**src/sv/hva_pkg.sv**
```systemverilog
// Shared types, constants and the arctangent table for the heading-angle pipeline.
`timescale 1ns / 1ps

package hva_pkg;

  // Default values of the top-level parameters.
  localparam int COORD_WIDTH_DEF     = 16;
  localparam int CORDIC_STAGES_DEF   = 16;
  localparam int ANGLE_FRAC_BITS_DEF = 7;

  // Tabulated micro-rotations.
  localparam int TABLE_LEN = 24;

  // Coordinates are pre-scaled to a fixed 60-bit magnitude; gain and the
  // sign need three more bits.
  localparam int PRESCALE_TOP = 60;
  localparam int XY_WIDTH     = 63;

  // Angle accumulator: a full turn is 2^32.
  localparam int ANGLE_W = 32;
  localparam logic [ANGLE_W-1:0] QUARTER_TURN = 32'h4000_0000;
  localparam logic [ANGLE_W-1:0] HALF_TURN    = 32'h8000_0000;

  // Degrees in a full turn.
  localparam int DEG_TURN   = 360;
  localparam int DEG_TURN_W = 9;

  localparam int HEADING_W = 16;

  typedef struct packed {
    logic                       zero;
    logic signed [XY_WIDTH-1:0] x;
    logic signed [XY_WIDTH-1:0] y;
    logic [ANGLE_W-1:0]         z;
  } cordic_t;

  typedef struct packed {
    logic               zero;
    logic [ANGLE_W-1:0] z;
  } angle_t;

  // atan(2^-i) as a fraction of a turn, scaled by 2^32.
  function automatic logic [ANGLE_W-1:0] atan_turn(input logic [4:0] idx);
    logic [ANGLE_W-1:0] a;
    case (idx)
      5'd0:    a = 32'h2000_0000;
      5'd1:    a = 32'h12E4_051E;
      5'd2:    a = 32'h09FB_385B;
      5'd3:    a = 32'h0511_11D4;
      5'd4:    a = 32'h028B_0D43;
      5'd5:    a = 32'h0145_D7E1;
      5'd6:    a = 32'h00A2_F61E;
      5'd7:    a = 32'h0051_7C55;
      5'd8:    a = 32'h0028_BE53;
      5'd9:    a = 32'h0014_5F2F;
      5'd10:   a = 32'h000A_2F98;
      5'd11:   a = 32'h0005_17CC;
      5'd12:   a = 32'h0002_8BE6;
      5'd13:   a = 32'h0001_45F3;
      5'd14:   a = 32'h0000_A2FA;
      5'd15:   a = 32'h0000_517D;
      5'd16:   a = 32'h0000_28BE;
      5'd17:   a = 32'h0000_145F;
      5'd18:   a = 32'h0000_0A30;
      5'd19:   a = 32'h0000_0518;
      5'd20:   a = 32'h0000_028C;
      5'd21:   a = 32'h0000_0146;
      5'd22:   a = 32'h0000_00A3;
      5'd23:   a = 32'h0000_0051;
      default: a = '0;
    endcase
    return a;
  endfunction

endpackage

```
**src/sv/hva_prep.sv**
```systemverilog
// Input stage: pre-scale, fold the left half-plane and flag the zero vector.
`timescale 1ns / 1ps

module hva_prep import hva_pkg::*; #(
  parameter int COORD_WIDTH = COORD_WIDTH_DEF
) (
  input  logic                          clk,
  input  logic                          rst_n,
  input  logic                          up_valid,
  input  logic signed [COORD_WIDTH-1:0] up_x,
  input  logic signed [COORD_WIDTH-1:0] up_y,
  output logic                          up_ready,
  output logic                          dn_valid,
  output cordic_t                       dn_data,
  input  logic                          dn_ready
);

  localparam int Prescale = PRESCALE_TOP - COORD_WIDTH;

  logic                       valid_r;
  cordic_t                    data_r;
  cordic_t                    data_nxt;
  logic signed [XY_WIDTH-1:0] x_s;
  logic signed [XY_WIDTH-1:0] y_s;

  assign up_ready = !valid_r || dn_ready;

  always_comb begin
    x_s = {{(XY_WIDTH-COORD_WIDTH){up_x[COORD_WIDTH-1]}}, up_x} <<< Prescale;
    y_s = {{(XY_WIDTH-COORD_WIDTH){up_y[COORD_WIDTH-1]}}, up_y} <<< Prescale;
    data_nxt.zero = (up_x == '0) && (up_y == '0);
    if (up_x[COORD_WIDTH-1]) begin
      // turn by half a turn into the right half-plane
      data_nxt.x = -x_s;
      data_nxt.y = -y_s;
      data_nxt.z = HALF_TURN;
    end else begin
      data_nxt.x = x_s;
      data_nxt.y = y_s;
      data_nxt.z = '0;
    end
  end

  always_ff @(posedge clk) begin
    if (!rst_n) begin
      valid_r <= 1'b0;
    end else if (up_ready) begin
      valid_r <= up_valid;
    end
  end

  always_ff @(posedge clk) begin
    if (up_ready && up_valid) begin
      data_r <= data_nxt;
    end
  end

  assign dn_valid = valid_r;
  assign dn_data  = data_r;

endmodule

```
**config.mk**
```make
export PLATFORM = sky130hd
export DESIGN_NAME = hva_prep
export DESIGN_NICKNAME = d
export VERILOG_FILES = /design/src/sv/hva_pkg.sv /design/src/sv/hva_prep.sv
export SDC_FILE = /design/constraint.sdc
export NUM_CORES = 1
export LEC_CHECK = 0
export CORE_UTILIZATION = 41
export DETAILED_ROUTE_END_ITERATION = 7
export DONT_BUFFER_PORTS = 1
export GPL_ROUTABILITY_DRIVEN = 0
export PLACE_DENSITY = 0.67
export SETUP_SLACK_MARGIN = 0.1
export SYNTH_ARGS = -nofsm -noshare
export SYNTH_HDL_FRONTEND = slang
export SYNTH_SLANG_ARGS = --single-unit
```
**constraint.sdc**
```tcl
create_clock -name clk -period 2 [get_ports clk]
set_input_delay 0.2 -clock clk [delete_from_list [all_inputs] [get_ports clk]]
set_output_delay 0.2 -clock clk [all_outputs]
set_load 0.05 [all_outputs]
```
==> Implementation_results.wiki <==
{| class="wikitable"
! Metric !! Value
|-
| Result of the run || finished with violations
|-
| Violations in the final reports || DRC
|-
| Summed negative setup slack over all endpoints || 0 ns
|-
| Final instance area || 2610 um^2
|-
| Skew-Pair Late Insertion Delay || 0.29 ns
|-
| Via count of the first global-routing pass || 1,162
|-
| Number of vias per cell after detailed routing || 4.22
|-
| Number of synthesized register bits || 41
|-
| Num CTS Buffers || 5
|-
| Mapped Area || 2820 um^2
|-
| Total global routing overflow || 0
|-
| Number of DRC markers after the initial detailed-route iteration || 57
|-
| Diode insertion count for antenna repair || 0
|-
| Endpoint required time on the critical path || 2.03 ns
|-
| Number of clock sinks || 41
|-
| Final setup violation count || 0
|-
| Proportion of register bits with asynchronous set or reset after synthesis || 0
|-
| Least-Margin Pin Slew || 0.573 ns
|-
| CP Data Arrival Time || 1.49 ns
|-
| Width of the chip || 84.9 um
|-
| Fill cell instance count of the final layout || 608
|-
| Instance area after placement || 2470 um^2
|-
| Worst hold slack || 0.0516 ns
|-
| Final Max Tran Viols || 0
|-
| Worst Setup End Kind || flop
|-
| Number of gates resized after CTS || 0
|-
| Total Routing Usage GR || 0.109
|-
| Post-synthesis area per instance || 10.5 um^2
|-
| Post-route core utilization || 0.402
|-
| Final number of hold-violating endpoints || 0
|-
| Setup slack at placement || 0.235 ns
|-
| Total placed cells including tap cells || 346
|-
| Sequential area share after synthesis || 0.434
|-
| Clock transition at the register clock pins on the worst setup and hold paths after CTS || 0.07 ns
|-
| Die footprint || 7200 um^2
|-
| Count of input and output buffers || 0
|-
| Initial Utilization || 0.433
|-
| Total Nets Final || 317
|-
| Synth warn || 0
|-
| Clock root buffer || clkbuf_8
|-
| First-pass GRT wire length || 5.91 mm
|-
| Worst Reg-to-Reg Cells || 2
|-
| Wire per inst || 12.1 um
|-
| Max Fanout on Critical Path || 4
|-
| Layout overhead on the synthesized area || -7.24%
|-
| Max Fclk || 0.685 GHz
|-
| Minimum setup slack among reg-to-reg paths || 0.74 ns
|-
| Crit path setup slack, layout || 0.541 ns
|-
| Headroom to the max-slew limit || 0.615
|-
| MaxCap Viol Count || 0
|-
| Cell Count, Final, Fillers Out || 357
|-
| DP Wirelength || 3.30 mm
|-
| Initial antenna violation count || 0
|-
| Type of the worst setup path || in -> reg
|-
| Number of cells produced by synthesis || 269
|-
| Power Density || 970 nW/um^2
|-
| Total chip power || 2.53 mW
|-
| Post-cts hold buffer count || 1
|-
| Fraction of layout cells with a size suffix above 1 || 0.0429
|-
| Timing startpoint of the critical path || up_x[9]
|-
| Worst Hold Depth || 2
|-
| Final critical path time including I/O delays and setup || 1.46 ns
|-
| Drt first pass iters || 7
|-
| Maximum resistive drop on vdd || 0.381 mV
|-
| Crit share post-route || 0.730
|-
| Standard-cell rows || 29
|-
| Min-delay src || up_valid
|-
| Critical R2R Launch || dn_valid
|-
| Final antenna-violating net count || 0
|-
| Height of the chip || 84.9 um
|-
| Max Clock Skew || 0.00772 ns
|-
| Maximum level of the CTS H-tree || 2
|-
| Synth Flop Type || edfxtp_1
|-
| Setup repair after global routing missed its margin || false
|-
| Count of flip-flops with a built-in enable after synthesis || 40
|-
| Path class of the lowest-slack min-delay path || in -> reg
|-
| Number of different library cells in the post-synthesis netlist || 27
|-
| Clock tree from TritonCTS || done
|-
| Count of unresolved DRC violations after routing || 9
|-
| Kind of start point of the critical path || primary input
|-
| Std-Cell Core Area || 6490 um^2
|-
| Routed via count || 1,508
|-
| Largest net degree at the start of global routing || 41
|-
| I/O pin count || 197
|-
| Post-Route WL || 4.31 mm
|-
| Buffers inserted during post-CTS setup optimization || 0
|-
| Static leakage || 1.08 nW
|-
| Number of buffers between clock root and the deepest sink || 2
|}
-- cell families (layout without fill, tap and decap cells) --
group,Yosys count,in the layout,synth area share
compound gates,25,25,0.0591
xor+xnor,27,27,0.0840
fa+ha+maj,2,2,0.00889
buf+inv,128,18,0.329
flops,41,41,0.434
other cells,1,122,0.00133
simple gates,45,45,0.0836
-- cell type report --
type                            count  area, um^2  area share
Inverter                            5        18.8     0.00719
Multi-Input combinational cell    221        1120       0.430
Clock inverter                      2        33.8      0.0129
Timing Repair Buffer                5        45.0      0.0172
Clock buffer                        6        72.6      0.0278
Tap cell                           77        96.3      0.0369
Sequential cell                    41        1220       0.468
-- cell usage after synthesis (2+ instances only) --
cell      number  area, um^2
nor3_1         4        20.0
xnor2_1       26         228
inv_1          5        18.8
nand2_1       18        67.6
or4_1          3        22.5
o31ai_1        7        52.6
o21ai_0       12        60.1
buf_4        119         893
o41ai_1        2        17.5
clkbuf_1       4        15.0
nand2b_1       4        25.0
nor4_1         4        25.0
ha_1           2        25.0
nor2_1         5        18.8
nand4_1        2        12.5
a21boi_0       2        15.0
edfxtp_1      40        1200
-- routing by layer --
| metal | vias to the layer above | global-route usage | wire length (um) |
|---|---|---|---|
| met5 | - | 0 | 0 |
| met2 | 129 | 0.200 | 2330 |
| met4 | 0 | 0.0462 | 59 |
| li1 | 684 | - | - |
| met3 | 8 | 0.0428 | 480 |
| met1 | 687 | 0.109 | 1440 |
-- flip-flops by register name, indices dropped and copies added (netlist names) --
| signal | flops |
|---|---|
| dn_valid | 1 |
| dn_data | 40 |
-- where the power goes --
group | switching, mW | total (mW) | internal [mW]
registers | 0.240 | 1.27 | 1.03
clock network | 0.262 | 0.631 | 0.368
logic | 0.561 | 0.628 | 0.0671
-- cell usage in the layout, fill, tap and decap left out --
master and count:
xor2_1 1, nand2_1 18, o41ai_1 2, nand2b_1 4
bufinv_16 1, or4_4 1, xnor2_1 26, dlygate4sd3_1 3
inv_1 5, or4_1 3, nor2_1 5, nor3b_1 1
nor3_1 4, o31ai_1 7, o41ai_2 1, a21boi_0 2
conb_1 122, nand3b_1 1, or3_4 1, edfxtp_1 40
nand4_1 2, dfxtp_1 1, clkbuf_8 5, clkbuf_1 1
and2_4 1, o21ai_0 12, ha_1 2, nor4_1 4
buf_4 2, o21ai_1 1, clkinv_1 1
-- worst max-delay path, cell delays in order --
cell,delay [ns]
or4_4,0.54
or3_4,0.35
o41ai_2,0.31
xnor2_1,0.09
-- worst paths after layout --
| check | end |
|---|---|
| worst max register to register | dn_data[85] |
| worst min-delay path | dn_valid |
| worst min register to register | dn_valid |
| worst max-delay path | dn_data[153] |
Note: power is estimated with default switching activity, not from simulation.
