**src/sv/hva_pkg.sv**
```systemverilog
// Shared types, constants and the arctangent table for the heading-angle pipeline.
`timescale 1ns / 1ps

package hva_pkg;

  // Default values of the top-level parameters.
  localparam int COORD_WIDTH_DEF     = 16;
  localparam int CORDIC_STAGES_DEF   = 16;
  localparam int ANGLE_FRAC_BITS_DEF = 7;

  // Tabulated micro-rotations.
  localparam int TABLE_LEN = 24;

  // Coordinates are pre-scaled to a fixed 60-bit magnitude; gain and the
  // sign need three more bits.
  localparam int PRESCALE_TOP = 60;
  localparam int XY_WIDTH     = 63;

  // Angle accumulator: a full turn is 2^32.
  localparam int ANGLE_W = 32;
  localparam logic [ANGLE_W-1:0] QUARTER_TURN = 32'h4000_0000;
  localparam logic [ANGLE_W-1:0] HALF_TURN    = 32'h8000_0000;

  // Degrees in a full turn.
  localparam int DEG_TURN   = 360;
  localparam int DEG_TURN_W = 9;

  localparam int HEADING_W = 16;

  typedef struct packed {
    logic                       zero;
    logic signed [XY_WIDTH-1:0] x;
    logic signed [XY_WIDTH-1:0] y;
    logic [ANGLE_W-1:0]         z;
  } cordic_t;

  typedef struct packed {
    logic               zero;
    logic [ANGLE_W-1:0] z;
  } angle_t;

  // atan(2^-i) as a fraction of a turn, scaled by 2^32.
  function automatic logic [ANGLE_W-1:0] atan_turn(input logic [4:0] idx);
    logic [ANGLE_W-1:0] a;
    case (idx)
      5'd0:    a = 32'h2000_0000;
      5'd1:    a = 32'h12E4_051E;
      5'd2:    a = 32'h09FB_385B;
      5'd3:    a = 32'h0511_11D4;
      5'd4:    a = 32'h028B_0D43;
      5'd5:    a = 32'h0145_D7E1;
      5'd6:    a = 32'h00A2_F61E;
      5'd7:    a = 32'h0051_7C55;
      5'd8:    a = 32'h0028_BE53;
      5'd9:    a = 32'h0014_5F2F;
      5'd10:   a = 32'h000A_2F98;
      5'd11:   a = 32'h0005_17CC;
      5'd12:   a = 32'h0002_8BE6;
      5'd13:   a = 32'h0001_45F3;
      5'd14:   a = 32'h0000_A2FA;
      5'd15:   a = 32'h0000_517D;
      5'd16:   a = 32'h0000_28BE;
      5'd17:   a = 32'h0000_145F;
      5'd18:   a = 32'h0000_0A30;
      5'd19:   a = 32'h0000_0518;
      5'd20:   a = 32'h0000_028C;
      5'd21:   a = 32'h0000_0146;
      5'd22:   a = 32'h0000_00A3;
      5'd23:   a = 32'h0000_0051;
      default: a = '0;
    endcase
    return a;
  endfunction

endpackage

```
**src/sv/hva_post.sv**
```systemverilog
// Output stages: quarter-turn offset, scale to degree units, round and wrap.
`timescale 1ns / 1ps

module hva_post import hva_pkg::*; #(
  parameter int ANGLE_FRAC_BITS = ANGLE_FRAC_BITS_DEF
) (
  input  logic                 clk,
  input  logic                 rst_n,
  input  logic                 up_valid,
  input  angle_t               up_data,
  output logic                 up_ready,
  output logic                 dn_valid,
  output logic [HEADING_W-1:0] dn_heading,
  input  logic                 dn_ready
);

  localparam int UnitW = DEG_TURN_W + ANGLE_FRAC_BITS;
  localparam int ProdW = ANGLE_W + UnitW;
  localparam logic [UnitW-1:0] Units     = UnitW'(DEG_TURN) << ANGLE_FRAC_BITS;
  localparam logic [ProdW-1:0] RoundHalf = ProdW'(HALF_TURN);

  logic                           v1_r, v2_r, v3_r;
  logic                           rdy1, rdy2, rdy3;
  logic [ANGLE_W-1:0]             turn_r;
  logic [ANGLE_W-1:0]             turn_nxt;
  logic [ProdW-1:0]               prod_r;
  logic [ProdW-1:0]               prod_nxt;
  logic [ProdW-1:0]               rounded;
  logic [UnitW-1:0]               units_h;
  logic [UnitW+HEADING_W-1:0]     h_ext;
  logic [HEADING_W-1:0]           heading_r;
  logic [HEADING_W-1:0]           heading_nxt;

  assign rdy3     = !v3_r || dn_ready;
  assign rdy2     = !v2_r || rdy3;
  assign rdy1     = !v1_r || rdy2;
  assign up_ready = rdy1;

  always_comb begin
    turn_nxt    = (up_data.zero ? '0 : up_data.z) + QUARTER_TURN;
    prod_nxt    = ProdW'(turn_r) * ProdW'(Units);
    rounded     = prod_r + RoundHalf;
    units_h     = rounded[ProdW-1:ANGLE_W];
    // a full turn after rounding wraps to zero
    if (units_h >= Units) begin
      units_h = '0;
    end
    h_ext       = {{HEADING_W{1'b0}}, units_h};
    heading_nxt = h_ext[HEADING_W-1:0];
  end

  always_ff @(posedge clk) begin
    if (!rst_n) begin
      v1_r <= 1'b0;
      v2_r <= 1'b0;
      v3_r <= 1'b0;
    end else begin
      if (rdy1) v1_r <= up_valid;
      if (rdy2) v2_r <= v1_r;
      if (rdy3) v3_r <= v2_r;
    end
  end

  always_ff @(posedge clk) begin
    if (rdy1 && up_valid) turn_r    <= turn_nxt;
    if (rdy2 && v1_r)     prod_r    <= prod_nxt;
    if (rdy3 && v2_r)     heading_r <= heading_nxt;
  end

  assign dn_valid   = v3_r;
  assign dn_heading = heading_r;

endmodule

```
**config.mk**
```make
export PLATFORM = sky130hd
export DESIGN_NAME = hva_post
export DESIGN_NICKNAME = d
export VERILOG_FILES = /design/src/sv/hva_pkg.sv /design/src/sv/hva_post.sv
export SDC_FILE = /design/constraint.sdc
export NUM_CORES = 1
export LEC_CHECK = 0
export ABC_AREA = 1
export BUFFER_PORTS_ARGS = -buffer_cell sky130_fd_sc_hd__buf_2
export CORE_UTILIZATION = 50
export DETAILED_ROUTE_END_ITERATION = 6
export PLACE_DENSITY = 0.64
export SLEW_MARGIN = 20
export SYNTH_ARGS = -nofsm -noshare
export SYNTH_HDL_FRONTEND = slang
export SYNTH_SLANG_ARGS = --single-unit
```
**constraint.sdc**
```tcl
create_clock -name clk -period 4 [get_ports clk]
set_clock_uncertainty 0.1 [all_clocks]
set_input_delay 0.4 -clock clk [delete_from_list [all_inputs] [get_ports clk]]
set_output_delay 0.4 -clock clk [all_outputs]
set_load 0.02 [all_outputs]
```
==> flow_metrics.tcl <==
set metrics [dict create \
    area_growth_pct 11.86 \
    syn_nets 1004 \
    place_area_sq_um 7345 \
    wl_microns 14320 \
    synthAdderAreaFrac_pct 28.47 \
    worst_slew_pin_slew_ns 0.6388 \
    endpoint_kind "flop" \
    hold_class "input port to flop" \
    port-buffer-count 54 \
    required_ns 4.00 \
    synth_warnings 0 \
    crit_path_top_delay_cell "fa_1" \
    first_pass_iters 5 \
    cts_buffer_depth 2 \
    syn-cell-area_sq_um 6855 \
    p_seq_share_pct 26.3 \
    dr_total_vias 5302 \
    power.internal_uw 2108 \
    synth_xor_area_share_pct 3.322 \
    crit_path_max_incr_delay_ns 0.51 \
    total_power_uw 3664 \
    clkLatencyLatePin_ns 0.34 \
    timing.rr.start "turn_r[27]" \
    io-pin-count 55 \
    whs_ns 0.2195 \
    power.share.clock_pct 24.1 \
    start_kind "flop" \
    min_period_ns 3.727 \
    synth.distinct_cells 31 \
    final_antenna_net_count 0 \
    ys_ff_latch 68 \
    grt-ovfl-total 0 \
    fmax_mhz 268.3 \
    outcome "finished clean" \
    min_period_over_period_pct 93.19 \
    fin_util_pct 57.68 \
    final_cell_area_sq_um 7669 \
    p_sw_share_pct 42.46 \
    cts_num_sinks 68 \
    hp-start "up_data[30]" \
    p_leak_uw 0.003912 \
    first_iter_violations 266 \
    cts_resized 0 \
    rsz0062_at_grt "false" \
    cts-root-buf "clkbuf_16" \
    slew_headroom_pct 57.37 \
    cts.clk_slew.worst_paths_ns 0.06 \
    synthMuxAreaShare_pct 0 \
    cts_tree "done" \
    core_area_sq_um 13300 \
    p_per_area_nw_per_um2 477.8 \
    pwr-share-comb_pct 49.6 \
    hpwl_microns 12290 \
    globalRouteTotalUtil_pct 22.03 \
    ctsHoldBuffers 0 \
    grt_first_pass_wirelength_microns 24520 \
    h-tree-depth 3 \
    initial_core_util_pct 51.56 \
    synth_compound_area_share_pct 8.304 \
    dieWidth_microns 119.1 \
    setup_tns_ns 0 \
    grt_start_max_net_pins 33 \
    antenna_found_initial 0 \
    r2r_end "prod_r[38]" \
    finalHoldViolations 0 \
    vdd_drop_max_mv 0.2057 \
    syn_area_per_cell_sq_um 8.181 \
    syn_inst 838 \
    finalMaxSlewViolations 0 \
    synth_top_family_by_area "adder cells" \
    setup_viol 0 \
    num-fill-cells 1203 \
    reg2reg_depth 13 \
    timing.critical_path.cells "ha_1 > inv_1 > fa_1 > fa_1 > inv_1 > ha_1 > a21oi_1 > o21ai_0 > a21oi_1 > a21boi_0 > nand2_1 > nand2_1 > nand2_1" \
    post-cts-setup-buffer-count 0 \
    worstSetupPathType "flop to flop" \
    whs_endpoint "turn_r[30]" \
    die_h_microns 119.1 \
    worstPathArrival_ns 3.73 \
    cp_common_cell "nand2_1" \
    drive_gt1_share_pct 11.12 \
    drc 0 \
    reg2reg_slack_ns 0.27 \
    min_path_cells 2 \
    p_switching_uw 1555 \
    num_antenna_cells 0 \
    netlist_top_cells_area "edfxtp_1 28%, ha_1 15%, fa_1 13%" \
    final_nets 1069 \
    place.gp.congestion 0.9001 \
    num_rows 42 \
    worst-path-max-fanout 5 \
    die_area_sq_um 14180 \
    maxCapViolCount 0 \
    grt_pass1_vias 5423 \
    ys_seq_area_share_pct 29.35 \
    vias_per_cell 4.891 \
    cts_buffers 9 \
    synth-simple-area-share_pct 19.91 \
    yosys.area.top_type "edfxtp_1" \
    synth_top_cell_area_share_pct 28.47 \
    detail_route.wl_per_cell_microns 13.21 \
]
[power by group through the flow]
stage                     combinational [uW]  clock, uW  sequential (uW)
after floorplan                         1350          0              977
after global placement                  1790          0              977
after detailed placement                1800          0              979
after CTS                               1820        903              965
after global routing                    2090        927              973
final                                   1820        883              964
[cells in the final DEF (no fill, tap or decap), drive strengths merged]
cell type	synthesis	layout
a21boi	1	1
clkbuf	3	9
o21bai	4	4
inv	186	187
nand4	4	4
dfxtp	3	3
bufinv	0	2
fa	45	45
xor2	18	18
clkinvlp	0	1
a21o	6	6
a21oi	56	56
xnor2	8	8
nand2	163	163
edfxtp	65	65
o21ai	33	33
o21a	5	5
nand3b	1	1
nor2	106	106
ha	84	84
clkinv	0	3
nand3	34	34
nor4	1	1
nor3	11	11
buf	1	58
[Yosys cell counts (all sizes together)]
master	number
a21boi	1
nor3	11
buf	1
nor2	106
xnor2	8
nand2	163
o21bai	4
nand4	4
nand3	34
a21o	6
nor4	1
xor2	18
ha	84
nand3b	1
o21ai	33
fa	45
inv	186
clkbuf	3
dfxtp	3
o21a	5
edfxtp	65
a21oi	56
[per-stage QoR]
stage               setup slack (ns)  cells
floorplan                     0.7566    838
global placement              0.2540   1068
detailed placement            0.2561   1068
CTS                           0.2438   1084
global route                 0.01716   1084
finish                        0.2725   1084
[worst max-delay path, delay by kind of cell (launching register included)]
| family | cells | cell delay, ns |
|---|---|---|
| buffers and inverters | 2 | 0.12 |
| flip-flops | 1 | 0.42 |
| adder cells (fa/ha/maj) | 4 | 1.67 |
| AND/OR/NAND/NOR | 3 | 0.18 |
| AO/OA/AOI/OAI | 4 | 0.99 |
[state kept, by name (all words and copies together) (netlist names)]
| name | flops |
|---|---|
| dn_valid | 1 |
| v1_r | 1 |
| v2_r | 1 |
| dn_heading | 16 |
| turn_r | 32 |
| prod_r | 17 |
[metal layers]
metal / global-route usage, % / part of all wire [%] / wire length, microns
met5: 0 / 0 / 0
met4: 8.623 / 1.8 / 262
met3: 2.586 / 2.8 / 397
met2: 37.21 / 47 / 6765
met1: 28.81 / 48 / 6897
[worst max path at each step]
stage / startpoint / end / slack, ns / depth (start not counted)
CTS: turn_r[27] / prod_r[38] / 0.24 / 13
detailed placement: turn_r[27] / prod_r[38] / 0.26 / 13
global route: turn_r[25] / prod_r[38] / 0.02 / 13
finish: turn_r[27] / prod_r[38] / 0.27 / 13
global placement: turn_r[22] / prod_r[38] / 0.25 / 13
floorplan: turn_r[22] / prod_r[38] / 0.76 / 13
[cells by family after synthesis]
family                   after synthesis
XOR/XNOR                              26
adder cells (fa/ha/maj)              129
flip-flops                            68
AND/OR/NAND/NOR                      320
AO/OA/AOI/OAI                        105
buffers and inverters                190
[area by class of cell]
class / count / area (sq um) / area share [%]
repair buffers: 58 / 300.3 / 3.916
multi-input cells: 580 / 4114 / 53.65
clock inverters: 7 / 98.84 / 1.289
clock buffers: 9 / 225.2 / 2.937
well taps: 176 / 220.2 / 2.872
flip-flops and latches: 68 / 2012 / 26.24
inverters: 186 / 698.2 / 9.104
Power figures use the tool's default switching activity.
